### config.mk
export PLATFORM = sky130hd
export DESIGN_NAME = ultrasonic_range_sequencer_unit_flat
export DESIGN_NICKNAME = d
export VERILOG_FILES = /design/src/urs_pkg.sv /design/src/urs_in_if.sv /design/src/urs_out_if.sv /design/src/urs_dist_conv.sv /design/src/ultrasonic_range_sequencer_unit.sv /design/src/flat_wrapper.sv
export SDC_FILE = /design/constraint.sdc
export NUM_CORES = 1
export LEC_CHECK = 0
export BUFFER_PORTS_ARGS = -buffer_cell sky130_fd_sc_hd__buf_2
export CELL_PAD_IN_SITES_DETAIL_PLACEMENT = 1
export CELL_PAD_IN_SITES_GLOBAL_PLACEMENT = 1
export CORE_ASPECT_RATIO = 1.5
export CORE_UTILIZATION = 50
export CTS_CLUSTER_DIAMETER = 50
export CTS_CLUSTER_SIZE = 16
export DETAILED_ROUTE_END_ITERATION = 6
export HOLD_SLACK_MARGIN = 0.05
export MAX_ROUTING_LAYER = met4
export PLACE_DENSITY = 0.77
export SLEW_MARGIN = 20
export SYNTH_ARGS = -nofsm -noshare
export SYNTH_HDL_FRONTEND = slang
export SYNTH_SLANG_ARGS = --single-unit
### constraint.sdc
create_clock -name clk -period 6.5 [get_ports clk]
set_input_delay 0.65 -clock clk [delete_from_list [all_inputs] [get_ports clk]]
set_output_delay 0.65 -clock clk [all_outputs]
set_load 0.01 [all_outputs]
### src/urs_pkg.sv
package urs_pkg;

    // Echo width counter size
    localparam int ECHO_COUNT_BITS = 16;

    // Register and field widths
    localparam int TRIG_W     = 10;
    localparam int SETTLE_W   = 16;
    localparam int INTERVAL_W = 22;
    localparam int SPEED_W    = 9;
    localparam int TIMER_W    = 22;
    localparam int DIST_W     = 11;
    localparam int CFG_DATA_W = 22;
    localparam int CFG_INDEX_W = 2;

    // Register reset values
    localparam logic [TRIG_W-1:0]     TRIG_RESET     = TRIG_W'(10);
    localparam logic [SETTLE_W-1:0]   SETTLE_RESET   = SETTLE_W'(100);
    localparam logic [INTERVAL_W-1:0] INTERVAL_RESET = INTERVAL_W'(1000000);
    localparam logic [SPEED_W-1:0]    SPEED_RESET    = SPEED_W'(330);

    // Distance conversion: cm = speed * ticks / 20000, saturated
    localparam int PROD_W       = SPEED_W + ECHO_COUNT_BITS;
    localparam int DIST_DIVISOR = 20000;
    localparam int DIST_MAX_INT = 2047;
    localparam logic [DIST_W-1:0] DIST_MAX = DIST_W'(DIST_MAX_INT);
    localparam int DIST_LIMIT   = (DIST_MAX_INT + 1) * DIST_DIVISOR;
    localparam int CMP_W        = 34;
    // 20000 = 32 * 625: shift by 5, then multiply by a reciprocal of 625
    localparam int DIV_SHIFT    = 5;
    localparam int RECIP_X_W    = 21;
    localparam int RECIP_K      = 31;
    localparam int RECIP_M_W    = 22;
    localparam logic [RECIP_M_W-1:0] RECIP_M = RECIP_M_W'(3435974);
    localparam int RECIP_P_W    = RECIP_X_W + RECIP_M_W;

    localparam logic [ECHO_COUNT_BITS-1:0] ECHO_MAX = '1;

    typedef enum logic [4:0] {
        PH_INTERVAL  = 5'b00001,
        PH_TRIGGER   = 5'b00010,
        PH_SETTLE    = 5'b00100,
        PH_WAIT_ECHO = 5'b01000,
        PH_COUNT     = 5'b10000
    } phase_t;

    typedef enum logic [CFG_INDEX_W-1:0] {
        CFG_TRIGGER  = 2'd0,
        CFG_SETTLE   = 2'd1,
        CFG_INTERVAL = 2'd2,
        CFG_SPEED    = 2'd3
    } cfg_index_t;

    // Per-word control carried down the pipeline
    typedef struct packed {
        logic trig;
        logic fire;
        logic ovf;
    } item_ctl_t;

endpackage

### src/urs_in_if.sv
interface urs_in_if;
    logic valid;
    logic ready;
    logic echo_level;

    modport source (output valid, output echo_level, input ready);
    modport sink   (input valid, input echo_level, output ready);
endinterface

### src/urs_out_if.sv
interface urs_out_if;
    logic                     valid;
    logic                     ready;
    logic                     trigger_level;
    logic                     distance_valid;
    logic [urs_pkg::DIST_W-1:0] distance_cm;
    logic                     echo_overflow;

    modport source (output valid, output trigger_level, output distance_valid,
                    output distance_cm, output echo_overflow, input ready);
    modport sink   (input valid, input trigger_level, input distance_valid,
                    input distance_cm, input echo_overflow, output ready);
endinterface

### src/urs_dist_conv.sv
module urs_dist_conv (
    input  logic [urs_pkg::PROD_W-1:0] product,
    output logic [urs_pkg::DIST_W-1:0] distance
);

    logic [urs_pkg::CMP_W-1:0]     prod_ext;
    logic                          sat;
    logic [urs_pkg::RECIP_X_W-1:0] scaled;
    logic [urs_pkg::RECIP_P_W-1:0] recip_prod;

    // Saturate above the largest reportable distance
    assign prod_ext = urs_pkg::CMP_W'(product);
    assign sat      = prod_ext >= urs_pkg::CMP_W'(urs_pkg::DIST_LIMIT);

    // Divide by 32 with a shift, then by 625 with a reciprocal multiply
    assign scaled     = prod_ext[urs_pkg::DIV_SHIFT +: urs_pkg::RECIP_X_W];
    assign recip_prod = urs_pkg::RECIP_P_W'(scaled)
                      * urs_pkg::RECIP_P_W'(urs_pkg::RECIP_M);

    assign distance = sat ? urs_pkg::DIST_MAX
                          : recip_prod[urs_pkg::RECIP_K +: urs_pkg::DIST_W];

endmodule

### src/ultrasonic_range_sequencer_unit.sv
// Path: the input register, the phase and product stage and the distance
//   output register, which advance together and hold while range_out stalls.
// Throughput: one tick word per cycle while the output register is free or taken.
// Reset (rst_n low, asynchronous): all registers but s2_prod_reg take
//   their default values, the sequencer starts in the interval wait with a zero
//   timer, and the reported distance and overflow flag read zero. No clearing pass.
module ultrasonic_range_sequencer_unit (
    input  logic                              clk,
    input  logic                              rst_n,
    input  logic                              cfg_we,
    input  logic [urs_pkg::CFG_INDEX_W-1:0]   cfg_index,
    input  logic [urs_pkg::CFG_DATA_W-1:0]    cfg_data,
    urs_in_if.sink                            echo_in,
    urs_out_if.source                         range_out
);

    // Configuration registers
    logic [urs_pkg::TRIG_W-1:0]     trigger_ticks_reg;
    logic [urs_pkg::SETTLE_W-1:0]   settle_ticks_reg;
    logic [urs_pkg::INTERVAL_W-1:0] interval_ticks_reg;
    logic [urs_pkg::SPEED_W-1:0]    sound_speed_reg;

    // Sequencer state
    urs_pkg::phase_t                    phase_reg, phase_next;
    logic [urs_pkg::TIMER_W-1:0]        phase_timer_reg, phase_timer_next;
    logic [urs_pkg::TIMER_W-1:0]        timer_inc;
    logic [urs_pkg::ECHO_COUNT_BITS-1:0] echo_width_reg, echo_width_next;
    logic                               overflow_reg, overflow_next;

    // Pipeline
    logic                        adv;
    logic                        step;
    logic                        s1_valid_reg;
    logic                        s1_echo_reg;
    logic                        s2_valid_reg;
    urs_pkg::item_ctl_t          s1_ctl;
    urs_pkg::item_ctl_t          s2_ctl_reg;
    logic [urs_pkg::PROD_W-1:0]  s2_prod_reg;
    logic [urs_pkg::DIST_W-1:0]  dist_conv;
    logic                        out_valid_reg;
    logic                        out_trig_reg;
    logic                        out_dval_reg;
    logic                        out_ovf_reg;
    logic [urs_pkg::DIST_W-1:0]  last_distance_reg;

    // All stages move when the output register is free or being taken
    assign adv           = !out_valid_reg || range_out.ready;
    assign echo_in.ready = adv;
    assign step          = s1_valid_reg && adv;

    // Write configuration registers
    always_ff @(posedge clk or negedge rst_n)
    begin
        if (!rst_n)
        begin
            trigger_ticks_reg  <= urs_pkg::TRIG_RESET;
            settle_ticks_reg   <= urs_pkg::SETTLE_RESET;
            interval_ticks_reg <= urs_pkg::INTERVAL_RESET;
            sound_speed_reg    <= urs_pkg::SPEED_RESET;
        end
        else if (cfg_we)
        begin
            case (urs_pkg::cfg_index_t'(cfg_index))
                urs_pkg::CFG_TRIGGER:
                    trigger_ticks_reg  <= cfg_data[urs_pkg::TRIG_W-1:0];
                urs_pkg::CFG_SETTLE:
                    settle_ticks_reg   <= cfg_data[urs_pkg::SETTLE_W-1:0];
                urs_pkg::CFG_INTERVAL:
                    interval_ticks_reg <= cfg_data[urs_pkg::INTERVAL_W-1:0];
                urs_pkg::CFG_SPEED:
                    sound_speed_reg    <= cfg_data[urs_pkg::SPEED_W-1:0];
                default:
                    trigger_ticks_reg  <= trigger_ticks_reg;
            endcase
        end
    end

    // Capture the incoming tick word
    always_ff @(posedge clk or negedge rst_n)
    begin
        if (!rst_n)
        begin
            s1_valid_reg <= 1'b0;
            s1_echo_reg  <= 1'b0;
        end
        else if (adv)
        begin
            s1_valid_reg <= echo_in.valid;
            s1_echo_reg  <= echo_in.echo_level;
        end
    end

    // Advance the ranging sequence by one tick
    assign timer_inc = phase_timer_reg + urs_pkg::TIMER_W'(1);

    always_comb
    begin
        phase_next       = phase_reg;
        phase_timer_next = phase_timer_reg;
        echo_width_next  = echo_width_reg;
        overflow_next    = overflow_reg;
        s1_ctl           = '0;
        case (phase_reg)
            urs_pkg::PH_INTERVAL:
            begin
                phase_timer_next = timer_inc;
                if (timer_inc >= urs_pkg::TIMER_W'(interval_ticks_reg)
                    || timer_inc == '0)
                begin
                    phase_next       = urs_pkg::PH_TRIGGER;
                    phase_timer_next = '0;
                end
            end
            urs_pkg::PH_TRIGGER:
            begin
                s1_ctl.trig      = 1'b1;
                phase_timer_next = timer_inc;
                if (timer_inc >= urs_pkg::TIMER_W'(trigger_ticks_reg))
                begin
                    phase_next       = (settle_ticks_reg == '0) ? urs_pkg::PH_WAIT_ECHO
                                                                 : urs_pkg::PH_SETTLE;
                    phase_timer_next = '0;
                end
            end
            urs_pkg::PH_SETTLE:
            begin
                phase_timer_next = timer_inc;
                if (timer_inc >= urs_pkg::TIMER_W'(settle_ticks_reg))
                begin
                    phase_next       = urs_pkg::PH_WAIT_ECHO;
                    phase_timer_next = '0;
                end
            end
            urs_pkg::PH_WAIT_ECHO:
            begin
                if (s1_echo_reg)
                begin
                    phase_next      = urs_pkg::PH_COUNT;
                    echo_width_next = urs_pkg::ECHO_COUNT_BITS'(1);
                    overflow_next   = 1'b0;
                end
            end
            urs_pkg::PH_COUNT:
            begin
                if (s1_echo_reg)
                begin
                    // Hold at full scale and flag it
                    if (echo_width_reg == urs_pkg::ECHO_MAX)
                    begin
                        overflow_next = 1'b1;
                    end
                    else
                    begin
                        echo_width_next = echo_width_reg
                                        + urs_pkg::ECHO_COUNT_BITS'(1);
                    end
                end
                else
                begin
                    s1_ctl.fire      = 1'b1;
                    phase_next       = urs_pkg::PH_INTERVAL;
                    phase_timer_next = '0;
                end
            end
            default:
            begin
                phase_next       = urs_pkg::PH_INTERVAL;
                phase_timer_next = '0;
            end
        endcase
        s1_ctl.ovf = overflow_next;
    end

    always_ff @(posedge clk or negedge rst_n)
    begin
        if (!rst_n)
        begin
            phase_reg       <= urs_pkg::PH_INTERVAL;
            phase_timer_reg <= '0;
            echo_width_reg  <= '0;
            overflow_reg    <= 1'b0;
        end
        else if (step)
        begin
            phase_reg       <= phase_next;
            phase_timer_reg <= phase_timer_next;
            echo_width_reg  <= echo_width_next;
            overflow_reg    <= overflow_next;
        end
    end

    // Register the word's control and the speed-width product
    always_ff @(posedge clk or negedge rst_n)
    begin
        if (!rst_n)
        begin
            s2_valid_reg <= 1'b0;
            s2_ctl_reg   <= '0;
        end
        else if (adv)
        begin
            s2_valid_reg <= s1_valid_reg;
            s2_ctl_reg   <= s1_ctl;
        end
    end

    always_ff @(posedge clk)
    begin
        if (adv)
        begin
            s2_prod_reg <= urs_pkg::PROD_W'(sound_speed_reg) * urs_pkg::PROD_W'(echo_width_reg);
        end
    end

    // Convert the product to centimetres
    urs_dist_conv u_dist_conv (
        .product  (s2_prod_reg),
        .distance (dist_conv)
    );

    // Load the result word and keep the last distance
    always_ff @(posedge clk or negedge rst_n)
    begin
        if (!rst_n)
        begin
            out_valid_reg     <= 1'b0;
            out_trig_reg      <= 1'b0;
            out_dval_reg      <= 1'b0;
            out_ovf_reg       <= 1'b0;
            last_distance_reg <= '0;
        end
        else if (adv)
        begin
            out_valid_reg <= s2_valid_reg;
            if (s2_valid_reg)
            begin
                out_trig_reg <= s2_ctl_reg.trig;
                out_dval_reg <= s2_ctl_reg.fire;
                out_ovf_reg  <= s2_ctl_reg.ovf;
                if (s2_ctl_reg.fire)
                begin
                    last_distance_reg <= dist_conv;
                end
            end
        end
    end

    assign range_out.valid          = out_valid_reg;
    assign range_out.trigger_level  = out_trig_reg;
    assign range_out.distance_valid = out_dval_reg;
    assign range_out.distance_cm    = last_distance_reg;
    assign range_out.echo_overflow  = out_ovf_reg;

    // A finished measurement never coincides with the trigger pulse
    a_valid_no_trig: assert property (@(posedge clk) disable iff (!rst_n)
        range_out.valid && range_out.distance_valid |-> !range_out.trigger_level)
        else $error("distance strobe together with trigger");

    // A falling echo returns the sequencer to the interval wait
    a_fire_to_interval: assert property (@(posedge clk) disable iff (!rst_n)
        step && s1_ctl.fire |=> phase_reg == urs_pkg::PH_INTERVAL
                                && phase_timer_reg == '0)
        else $error("sequencer did not restart the interval");

    // The overflow flag is only set with the counter at full scale
    a_ovf_full: assert property (@(posedge clk) disable iff (!rst_n)
        overflow_reg |-> echo_width_reg == urs_pkg::ECHO_MAX)
        else $error("overflow flag without saturated counter");

endmodule
### src/flat_wrapper.sv
// flat-port wrapper written by rule: the top's interface ports become plain ports
module ultrasonic_range_sequencer_unit_flat 
  (clk, rst_n, cfg_we, cfg_index, cfg_data, echo_in_valid, echo_in_echo_level, echo_in_ready, range_out_valid, range_out_trigger_level, range_out_distance_valid, range_out_distance_cm, range_out_echo_overflow, range_out_ready);
  urs_in_if echo_in_i ();
  urs_out_if range_out_i ();
  input  logic clk;
  input  logic rst_n;
  input  logic cfg_we;
  input  logic [urs_pkg::CFG_INDEX_W-1:0] cfg_index;
  input  logic [urs_pkg::CFG_DATA_W-1:0] cfg_data;
  input wire logic [$bits(echo_in_i.valid)-1:0] echo_in_valid;
  input wire logic [$bits(echo_in_i.echo_level)-1:0] echo_in_echo_level;
  output wire logic [$bits(echo_in_i.ready)-1:0] echo_in_ready;
  output wire logic [$bits(range_out_i.valid)-1:0] range_out_valid;
  output wire logic [$bits(range_out_i.trigger_level)-1:0] range_out_trigger_level;
  output wire logic [$bits(range_out_i.distance_valid)-1:0] range_out_distance_valid;
  output wire logic [$bits(range_out_i.distance_cm)-1:0] range_out_distance_cm;
  output wire logic [$bits(range_out_i.echo_overflow)-1:0] range_out_echo_overflow;
  input wire logic [$bits(range_out_i.ready)-1:0] range_out_ready;
  assign echo_in_i.valid = echo_in_valid;
  assign echo_in_i.echo_level = echo_in_echo_level;
  assign echo_in_ready = echo_in_i.ready;
  assign range_out_valid = range_out_i.valid;
  assign range_out_trigger_level = range_out_i.trigger_level;
  assign range_out_distance_valid = range_out_i.distance_valid;
  assign range_out_distance_cm = range_out_i.distance_cm;
  assign range_out_echo_overflow = range_out_i.echo_overflow;
  assign range_out_i.ready = range_out_ready;
  ultrasonic_range_sequencer_unit u_core (.clk(clk), .rst_n(rst_n), .cfg_we(cfg_we), .cfg_index(cfg_index), .cfg_data(cfg_data), .echo_in(echo_in_i), .range_out(range_out_i));
endmodule
# After elaboration in Yosys (flattened, before gate mapping)
# Cells that the tools add are included.
# classes
n_addsub	2
multipliers	2
magnitude_cmp	4
eq_ne	16
n_mux	24
n_bitwise	1
n_reduce_logical	17
# ops
operator	count
$pmux W22 S5	1
$mux W22	4
$mux W16	3
$mul A20 B21 Y41 const B	1
$pmux W16 S2	1
$ge A25 B26 Y1 const B	1
$mul A9 B16 Y25	1
$mux W5	5
$pmux W5 S5	1
$add A22 B1 Y22 const B	1
$ge A22 B10 Y1	1
$ge A22 B16 Y1	1
$ge A22 B22 Y1	1
$logic_not A22 Y1	1
$add A16 B1 Y16 const B	1
$eq A16 B16 Y1 const B	1
$logic_not A16 Y1	1
$mux W11	1
$ne A2 B1 Y1 const B	5
$reduce_and A2 Y1	5
$mux W1	6
$reduce_and A3 Y1	2
$reduce_and A6 Y1	1
$eq A5 B1 Y1 const B	1
other kinds (16)	19
# word_totals
register_bits	147

# Logic depth before layout (Yosys ltp)
# logic_depth
word_depth	5
ltp_mapped	25
depth_no_buf	25

# By module
# Synthesis repeated with hierarchy kept, for this count alone.
# unflattened
cells_unflattened	2022
area_unflattened_um2	19826.5
# by_module_without_submodules
module	n_inst	cells_each	area_each_um2
ultrasonic_range_sequencer_unit	1	1235	12115.4
urs_dist_conv	1	787	7711.1

# Worst setup path before layout
# No wires, ideal clock.
# synth_timing
path_type	flip-flop to flip-flop
start	reg u_core.s2_prod_reg[13] in the netlist's numbering
end	reg u_core.last_distance_reg, in the netlist u_core.range_out.distance_cm[7]
setup_time_ns	0.124
arrival_ns	5.765
t_required_ns	6.376
path_slack_ns	0.611
stages_incl_launch_ff	24
n_path_buf	0
synth_period_minus_slack_ns	5.889
path_cell_list	edfxtp_1 -> ha_1 -> fa_1 -> inv_1 -> fa_1 -> inv_1 -> fa_1 -> inv_1 -> fa_1 -> inv_1 -> fa_1 -> inv_1 -> fa_1 -> inv_1 -> ha_1 -> nand3_1 -> nor4_1 -> o311ai_0 -> nand4_1 -> nand3_1 -> nand2_1 -> a21oi_1 -> o211a_1 -> a211o_1
# synth_between
elab_chain_cells	2
word_cells_on_any_way	3
classes_between	1 x mul; 1 x order compare; 1 x mux
# synth_lines
item	line_no	rtl
start: declaration	ultrasonic_range_sequencer_unit.sv:38	logic [urs_pkg::PROD_W-1:0] s2_prod_reg;
start signal: assignment	ultrasonic_range_sequencer_unit.sv:211	s2_prod_reg <= urs_pkg::PROD_W'(sound_speed_reg) * urs_pkg::PROD_W'(echo_width_reg);
$mul A20 B21 Y41 or $ge A25 B26 Y1 (tied branches)	urs_dist_conv.sv:18, urs_dist_conv.sv:13	
$mux W11 (*)	urs_dist_conv.sv:20	assign distance = sat ? urs_pkg::DIST_MAX
end signal: assignment	ultrasonic_range_sequencer_unit.sv:242	last_distance_reg <= dist_conv;
end: declaration	ultrasonic_range_sequencer_unit.sv:44	logic [urs_pkg::DIST_W-1:0] last_distance_reg;
# Mark *: on every way between the ends. The rest lies on a longest branch, timed or not.
# A chain may end at the register's enable or synchronous reset.

# Worst setup path after layout
# layout_timing
start	reg u_core.s2_prod_reg[12] in the netlist's numbering
end	reg u_core.last_distance_reg, in the netlist u_core.range_out.distance_cm[7]
# The elaborated chain is that of the path after synthesis.

==> reports/qor.csv <==
metric;value;unit
hold_viol;0;
remaining_drc_errors;0;
nets;2517;
synth_adder_area_share;45.7;%
port_buffers;45;
grt_pass1_wl;82400;um
reg2reg_from;u_core.s2_prod_reg[12];
routed_wl;51700;um
period_minus_slack;6.27;ns
dp_hpwl;44400;um
via_per_inst;5.50;
core_region_area;0.0370;sq mm
synthMuxAreaShare;3.37;%
ant_nets;0;
path_class;reg -> reg;
path_common_cell;fa_1;
num_vias;13453;
antenna_found_initial;0;
tightest_slew;1.10;ns
reg2reg_to;u_core.range_out.distance_cm[7];
gp_congestion;0.940;
cts_buffer_depth;2;
critPathLaunchType;register;
cts.clk_slew.worst_paths;0.07;ns
clockRootBuffer;clkbuf_16;
crit_chain;ha_1, fa_1, fa_1, fa_1, fa_1, fa_1, fa_1, ha_1, nand3_1, o221a_2, o211a_1, nand4_1, nand3_2, nand2_1, a21oi_2, o211a_1, a211o_1;
synth_compound_area_share;6.48;%
synth_top_family_by_area;adder cells;
ff2ff_setup_slack;0.23;ns
insertion_delay;0.45;ns
setup_viol;0;
grt_max_degree;64;
tns;0;ns
max_stage_delay;0.58;ns
die-area;0.0387;sq mm
synth-seq-cells;142;
io_pins;46;
post-route-period-util;96.4;%
netlist_instances;1922;
gr-total-overflow;0;
clock_sinks;142;
htree_levels;4;
synth-edff-count;20;
endpoint;u_core.range_out.distance_cm[7];
fin_skew;0.00997;ns
hold_buffers;0;
min_path_type;in -> async;
ys.flop_type;dfrtp_1;
num_antenna_cells;0;
area_growth;7.11;%
grt.total_usage;29.2;%
critPathCaptureType;register;
startpoint;u_core.s2_prod_reg[12];
avgRoutedWirePerCell;21.2;um
crit_fanout;6;
yosysUniqueCellTypes;81;
fmax;160;MHz
seq_area_frac_synth;19.4;%
cts_tree;yes;
drive_gt1_share;10.8;%
initial_core_util;51.1;%
status;finished clean;
cap_violations;0;
grt_pass1_vias;15844;
drv_slew;0;
ys_warn_count;0;
crit_required;6.84;ns
fp.dieW;161;um
rows;86;
avgSynthCellArea;9.85;sq um
synthXorXnorAreaFrac;2.91;%
yosys.area_share.simple;12.7;%
synthArstFlopShare;85.9;%
syn_nets;2491;
drt-initial-drc-count;415;
worstPathArrival;6.61;ns
die_h;240;um
drtPass1Iterations;4;
slew_headroom;26.7;%
worstRegToRegCells;17;
synth_area;0.0189;sq mm
slowest_stage;fa_1;
numCtsBuffers;17;
worst max-delay path, delay by kind of cell (launching register included):
kind | cells | cell delay [ns]
AOI/OAI and AO/OA | 5 | 1.08
adders and majority gates | 8 | 3.90
DFF | 1 | 0.54
and+or+nand+nor | 4 | 0.64
placed cells by master, fill, tap and decap left out, types with 24 or more instances in the layout:
cell / count
dfrtp_1: 105
xnor2_1: 44
nand2_1: 198
buf_2: 44
a21o_1: 24
nor2_1: 50
a21oi_1: 42
ha_1: 283
fa_1: 254
nand3_1: 34
and2_1: 56
o21ai_0: 49
inv_1: 398
mux2_2: 54
layout make-up:
class / count / area [sq um]
inverter: 399 / 1500
multi-input combinational: 1322 / 13500
clock buffer: 17 / 425
clock inverter: 15 / 174
sequential: 142 / 3670
tap: 484 / 606
timing repair buffer: 66 / 393
fill: 4186 / 16700
routing by layer:
metal,wire (um),global-route usage [%],up-vias
met2,30500,58.7,193
met4,3330,17.5,0
met1,17100,25.5,6930
met5,0,-,-
li1,-,-,6218
met3,759,2.71,112
worst min-delay path by stage:
stage,startpoint,to,slack [ns],cells past startpoint
2_1_floorplan,rst_n,u_core.echo_width_reg[0],0.35,0
3_3_place_gp,u_core.range_out.distance_cm[5],u_core.range_out.distance_cm[5],0.46,2
3_5_place_dp,u_core.range_out.distance_cm[2],u_core.range_out.distance_cm[2],0.47,2
4_1_cts,rst_n,u_core.echo_width_reg[1],0.33,1
5_1_grt,rst_n,u_core.s2_ctl_reg[2],0.35,1
6_report,rst_n,u_core.s2_ctl_reg[2],0.28,1
metrics by stage:
stage          setup WS, ns  area (sq um)  hold slack, ns  instances  utilization [%]
2_1_floorplan         0.611         18900           0.354       1922                -
3_3_place_gp          0.261         19600           0.462       2407             52.9
3_5_place_dp          0.108         19600           0.474       2409             53.0
4_1_cts               0.107         20200           0.326       2441             54.6
5_1_grt             -0.0180         20300           0.347       2445             54.8
6_report              0.231         20300           0.283       2445             54.8
Yosys cell counts, types with 8 or more instances:
cell / instances / area share (%)
clkbuf_1: 43 / 0.85
nand3_1: 35 / 0.93
and3_1: 20 / 0.66
and2_1: 56 / 1.9
o21ai_2: 8 / 0.37
xnor2_1: 44 / 2.0
a21oi_1: 43 / 1.1
a21o_1: 24 / 0.95
o22ai_1: 9 / 0.30
ha_1: 285 / 19
nand4_1: 17 / 0.56
mux2_2: 54 / 3.2
inv_1: 398 / 7.9
nor4_1: 18 / 0.59
xor2_1: 19 / 0.88
o31ai_1: 10 / 0.40
dfstp_2: 17 / 2.4
fa_1: 254 / 27
edfxtp_1: 20 / 3.2
nor2b_1: 14 / 0.46
a211oi_1: 9 / 0.36
o21ai_0: 49 / 1.3
nand2b_1: 11 / 0.36
nand2_1: 198 / 3.9
or3_1: 8 / 0.26
nor3_1: 11 / 0.29
nor2_1: 50 / 0.99
dfrtp_1: 105 / 14
cells by family (layout without fill, tap and decap cells):
logic type                 count (synthesis)  after routing
AOI/OAI and AO/OA                        186            186
xor gates and xnor gates                  63             63
adders and majority gates                539            539
buffers and inverters                    458            497
DFF                                      142            142
muxes                                     57             57
and+or+nand+nor                          477            477
what timing repair did:
action / in CTS / in global routing
setup endpoints to repair: 0 / 7
resized for setup: 0 / 9
setup buffers: 0 / 4
Power is not shown: default switching activity piles up to over one toggle a cycle in this logic, so the estimate is an artifact.
